$ cat config.mk
export PLATFORM = sky130hd
export DESIGN_NAME = ddwo_ctrl
export DESIGN_NICKNAME = d
export VERILOG_FILES = /design/src/rtl/core/ddwo_pkg.sv /design/src/rtl/core/ddwo_ctrl.sv
export SDC_FILE = /design/constraint.sdc
export NUM_CORES = 1
export LEC_CHECK = 0
export BUFFER_PORTS_ARGS = -buffer_cell sky130_fd_sc_hd__clkbuf_2
export CAP_MARGIN = 0
export CORE_AREA = 2 2 39 41
export DETAILED_ROUTE_END_ITERATION = 8
export DIE_AREA = 0 0 41 43
export GPL_TIMING_DRIVEN = 0
export HOLD_SLACK_MARGIN = 0.05
export PLACE_DENSITY_LB_ADDON = 0.3
export SYNTH_ARGS = -nofsm -noshare
export SYNTH_HDL_FRONTEND = slang
export SYNTH_SLANG_ARGS = --single-unit
$ cat constraint.sdc
create_clock -name clk -period 2.85 [get_ports clk]
set_input_delay 0.57 -clock clk [delete_from_list [all_inputs] [get_ports clk]]
set_output_delay 0.57 -clock clk [all_outputs]
set_load 0.02 [all_outputs]
$ cat src/rtl/core/ddwo_pkg.sv
// Package: shared constants, types and tables for the wheel odometry block.
package ddwo_pkg;

  localparam int TAB_LEN        = 24;
  localparam int CORDIC_STEPS_D = 16;
  localparam int HWB_W          = 17;
  localparam logic [HWB_W-1:0] HWB_RESET = 17'd6554;
  localparam logic signed [33:0] GAIN_Q30 = 34'sd652032874;

  typedef enum logic [3:0] {
    ST_IDLE,
    ST_SC_INIT,
    ST_SC_ITER,
    ST_MUL0,
    ST_MUL1,
    ST_MUL2,
    ST_MUL3,
    ST_AT_INIT,
    ST_AT_ITER,
    ST_AT_DONE,
    ST_OUT
  } state_t;

  typedef struct packed {
    logic load;
    logic sc_init;
    logic sc_iter;
    logic mul0;
    logic mul1;
    logic mul2;
    logic mul3;
    logic at_init;
    logic at_iter;
    logic at_done;
  } cmd_t;

  typedef struct packed {
    logic mode;
    logic last_iter;
    logic coincident;
  } sts_t;

  function automatic logic [31:0] atan_val(input logic [4:0] i);
    logic [31:0] v;
    case (i)
      5'd0: v = 32'd536870912;
      5'd1: v = 32'd316933406;
      5'd2: v = 32'd167458907;
      5'd3: v = 32'd85004756;
      5'd4: v = 32'd42667331;
      5'd5: v = 32'd21354465;
      5'd6: v = 32'd10679838;
      5'd7: v = 32'd5340245;
      5'd8: v = 32'd2670163;
      5'd9: v = 32'd1335087;
      5'd10: v = 32'd667544;
      5'd11: v = 32'd333772;
      5'd12: v = 32'd166886;
      5'd13: v = 32'd83443;
      5'd14: v = 32'd41722;
      5'd15: v = 32'd20861;
      5'd16: v = 32'd10430;
      5'd17: v = 32'd5215;
      5'd18: v = 32'd2608;
      5'd19: v = 32'd1304;
      5'd20: v = 32'd652;
      5'd21: v = 32'd326;
      5'd22: v = 32'd163;
      5'd23: v = 32'd81;
      default: v = 32'd0;
    endcase
    return v;
  endfunction

endpackage

$ cat src/rtl/core/ddwo_ctrl.sv
// Controller: sequences CORDIC, multiplies, atan2 and output handshake.
module ddwo_ctrl (
  input  logic            clk,
  input  logic            rst_n,
  input  logic            in_fire,
  input  logic            out_fire,
  input  ddwo_pkg::sts_t  sts,
  output logic            in_rdy,
  output logic            out_vld,
  output ddwo_pkg::cmd_t  cmd
);

  ddwo_pkg::state_t state_r, state_nxt;

  always_ff @(posedge clk) begin
    if (!rst_n) begin
      state_r <= ddwo_pkg::ST_IDLE;
    end else begin
      state_r <= state_nxt;
    end
  end

  always_comb begin
    state_nxt = state_r;
    cmd = '0;
    in_rdy = 1'b0;
    out_vld = 1'b0;
    case (state_r)
      ddwo_pkg::ST_IDLE: begin
        in_rdy = rst_n;
        if (in_fire) begin
          cmd.load = 1'b1;
          state_nxt = ddwo_pkg::ST_SC_INIT;
        end
      end
      ddwo_pkg::ST_SC_INIT: begin
        cmd.sc_init = 1'b1;
        state_nxt = ddwo_pkg::ST_SC_ITER;
      end
      ddwo_pkg::ST_SC_ITER: begin
        cmd.sc_iter = 1'b1;
        if (sts.last_iter) state_nxt = ddwo_pkg::ST_MUL0;
      end
      ddwo_pkg::ST_MUL0: begin
        cmd.mul0 = 1'b1;
        state_nxt = ddwo_pkg::ST_MUL1;
      end
      ddwo_pkg::ST_MUL1: begin
        cmd.mul1 = 1'b1;
        state_nxt = ddwo_pkg::ST_MUL2;
      end
      ddwo_pkg::ST_MUL2: begin
        cmd.mul2 = 1'b1;
        state_nxt = ddwo_pkg::ST_MUL3;
      end
      ddwo_pkg::ST_MUL3: begin
        cmd.mul3 = 1'b1;
        state_nxt = sts.mode ? ddwo_pkg::ST_OUT : ddwo_pkg::ST_AT_INIT;
      end
      ddwo_pkg::ST_AT_INIT: begin
        if (sts.coincident) begin
          state_nxt = ddwo_pkg::ST_OUT;
        end else begin
          cmd.at_init = 1'b1;
          state_nxt = ddwo_pkg::ST_AT_ITER;
        end
      end
      ddwo_pkg::ST_AT_ITER: begin
        cmd.at_iter = 1'b1;
        if (sts.last_iter) state_nxt = ddwo_pkg::ST_AT_DONE;
      end
      ddwo_pkg::ST_AT_DONE: begin
        cmd.at_done = 1'b1;
        state_nxt = ddwo_pkg::ST_OUT;
      end
      ddwo_pkg::ST_OUT: begin
        out_vld = 1'b1;
        if (out_fire) state_nxt = ddwo_pkg::ST_IDLE;
      end
      default: state_nxt = ddwo_pkg::ST_IDLE;
    endcase
  end

endmodule

==> out/results.env <==
TIMING.CRITICAL_PATH.TO_TYPE='output pin'
FIRST_ITER_VIOLATIONS=9
POST-SYNTH-TOP-COUNT-CELL='nor3_1'
PORT-BUFFER-COUNT=18
POSTCTSSETUPBUFFERS=0
STATUS='complete, no violations'
HP-CLASS='reg -> reg'
SETUP-VIOLATIONS-FINAL=0
OVERALL_ROUTED_NET_LENGTH_UM=926
TRACK_USAGE=0.118
SYN_AREA_UM2=367
TIMING.FINAL.WS_SETUP_NS=1.00
MET3_USAGE=0.0157
WORSTHOLDPATHCELLS=2
FLOORPLAN.INITIALDENSITY=0.265
IR_WORST_VDD_mV=0.167
MAX_CLOCK_FREQ_MHz=542
FINAL-MAX-SLEW-VIOLATION-COUNT=0
MAXCAPVIOLATIONS=0
RATIO_OF_FINAL_MINIMUM_PERIOD_TO_CLOCK_PERIOD=0.648
SYNTH_EDF_COUNT=0
TIGHTEST_SLEW_NS=0.246
SYNTH_ASYNC_SR_FLOP_SHARE=0
ROUTE.DETAILED.WL_PER_INST_UM=10.4
ANTENNA_CELLS=0
PWR_DENSITY_CELL_nW_PER_UM2=434
CRITICAL_PATH.STARTPOINT_TYPE='register'
END_OF_THE_WORST_HOLD_PATH='state_r[0]'
WORSTPATHREQUIRED_NS=2.28
REGISTER_AREA_UM2=80.1
HOLDCRITSTARTPOINT='state_r[2]'
FINAL.SETUP.TNS_NS=0
NUMCTSBUFFERS=3
DETAIL-ROUTE-ANTENNA-NETS=0
FINAL_CELL_COUNT_NO_FILL=89
HTREEDEPTH=1
CORE_AREA_UM2=1380
YS_WARN_COUNT=0
GR-USAGE-MET2=0.184
SYNTH_LARGEST_TYPE_AREA_FRACTION=0.218
CTS_TREE='done'
TIMING.SETUP.CRITICAL_PATH_CLASS='reg -> out'
CLKTRANSATPATHREGS_NS=0.04
LARGEST_REGISTER_FFS=4
SYNTHMUXAREASHARE=0
MAX_FLOP_REGISTER='state_r'
SKEW_PAIR_LATE_INSERTION_DELAY_NS=0.23
DETAILROUTE.VIA_COUNT=430
REG2REG_SLACK_NS=1.70
POST-ROUTE-DRC-COUNT=0
P_LEAK_nW=0.228
NUM_IO_PINS=19
REG2REG_DEPTH=4
SYNTH_LARGEST_AREA_CELL='dfxtp_1'
POST_ROUTE_CELLS_DRIVE_ABOVE_1_SHARE=0.425
GRT.BUSIEST_LAYER='met2'
FINALHOLDVIOLCOUNT=0
FIRST_GLOBAL_VIAS=361
SYNTH_TOP_CELLS_BY_COUNT='nor3_1, nor2_1, dfxtp_1, nand2b_1'
POST_CTS_HOLD_BUFFER_COUNT=0
SYNTH_AREA_LEADERS='dfxtp_1, nor3_1, nand2b_1'
PLACED_CELLS=86
SLEW_HEADROOM=0.835
AREA.GROWTH.SYNTH_TO_FINAL_PCT=36.2
WORST-ENDPOINT-ARRIVAL_NS=1.28
PIN_COUNT_OF_THE_BIGGEST_NET_ENTERING_GLOBAL_ROUTING=11
SYNTH_XOR_AREA_FRAC=0
FINCLKSKEW_NS=0.00270
YOSYS_REGISTER_BITS=4
GRT_OVERFLOW_TOTAL=0
REG.LARGEST.LIST='state_r (4)'
NUMBER_OF_NETS_IN_THE_FINAL_LAYOUT=82
UNREPAIRED_SETUP_ENDPOINTS_AFTER_GLOBAL_ROUTING='false'
SYN-MEAN-INSTANCE-AREA_UM2=7.05
TIMING.HOLD.WS_NS=0.539
NETLIST-CELL-TYPE-COUNT=21
PERIOD_NEEDED_NS=1.85
DETAILEDROUTE.FIRSTPASSITERATIONCOUNT=2
DIEWIDTH_UM=41
TOTAL_POWER_uW=217
SYNTHCELLS=52
SYNTH.YOSYS.SEQ_AREA_SHARE=0.218
CTS_REPAIR_RESIZE_COUNT=0
GRT_PASS1_WL_MM=1.43
DOMINANT_COMBINATIONAL_CELL_FAMILY_BY_AREA_AFTER_SYNTHESIS='simple AND/OR/NAND/NOR gates'
FINAL.FILL_COUNT=151
DETAILEDPLACE.WORSTSLACK_NS=1.25
REG2REG_TO='state_r[3]'
VIAS_PER_CELL=4.83
CRITICAL_PATH_PEAK_FANOUT=10
SYNTH_COMPOUND_GATE_AREA_SHARE=0.287
LIBRARY_CELL_USED_AS_CLOCK_ROOT_BUFFER='clkbuf_4'
GRT_ANTENNA_BEFORE_REPAIR=0
TIMING.RR.START='state_r[1]'
MAX-CLOCK-PATH-BUFFERS=2
SYNTH_FLOP_CELL='dfxtp_1'
POST_SYNTH_AND_OR_NAND_NOR_AREA_FRACTION=0.365
SYNTH_NETS=59
GLOBALROUTEMET1UTIL=0.141
SYNTH-ADDER-AREA-SHARE=0
FLOORPLAN.ROWS=14
GP_ROUTABILITY_CONGESTION=0.684
DIE_AREA_UM2=1760
DIE_H_UM=43
MULTI_INPUT_AREA_UM2=239
NUMBER_OF_SINKS_HANDLED_BY_CLOCK_TREE_SYNTHESIS=4
HPWLAFTERDP_UM=735
[layer usage]
metal / part of all wire / vias up
met2: 0.47 / 13
met5: 0 / -
met4: 0 / 0
li1: - / 227
met1: 0.48 / 190
met3: 0.044 / 0
[layout by cell type, fill, tap and decap left out, types with 2 or more instances in the layout]
cell type  netlist  layout
clkbuf_2         0      18
nor3_1           9       9
nor2_1           6       6
nand2b_1         4       4
dfxtp_1          4       4
nand2_1          3       3
inv_1            3       3
clkbuf_4         0       3
buf_6            2       2
buf_2            2       2
and3_1           2       2
o21ai_0          2       2
o21ai_2          2       2
or3_1            2       2
a21oi_1          2       2
a22oi_1          2       2
[layout make-up]
| cell class | instances | share of cell area |
|---|---|---|
| repair buffers | 18 | 0.180 |
| inverters | 4 | 0.0301 |
| plain buffers | 4 | 0.0652 |
| flip-flops and latches | 4 | 0.160 |
| clock buffers | 3 | 0.0451 |
| multi-input cells | 40 | 0.479 |
| well taps | 16 | 0.0401 |
[stage by stage]
stage / instance area (um^2) / util
2_1_floorplan: 367 / -
3_3_place_gp: 477 / 0.344
3_5_place_dp: 477 / 0.344
4_1_cts: 499 / 0.361
5_1_grt: 499 / 0.361
6_report: 499 / 0.361
[power breakdown]
group          internal [mW]  switching [mW]
sequential            0.0609         0.00528
clock                 0.0468          0.0194
combinational         0.0340          0.0503
total                  0.142          0.0750
[logic make-up after synthesis]
family | after synthesis
AND/OR/NAND/NOR | 27
AO/OA/AOI/OAI | 13
buffers and inverters | 8
flip-flops | 4
[worst max path at each step]
| stage | startpoint | slack, ns | end |
|---|---|---|---|
| after floorplan | state_r[0] | 1.18 | cmd[5] |
| after global placement | sts[0] | 1.26 | cmd[2] |
| after detailed placement | sts[0] | 1.25 | cmd[2] |
| after CTS | state_r[0] | 1.00 | cmd[4] |
| after global routing | state_r[0] | 0.91 | cmd[4] |
| final | state_r[0] | 1.00 | cmd[4] |
[critical path: stages, from the launching register on]
cell and delay (ns):
dfxtp_1 0.38, buf_2 0.24, nand2_1 0.09, nor3_1 0.14, clkbuf_2 0.19
Note: power is estimated with default switching activity, not from simulation.
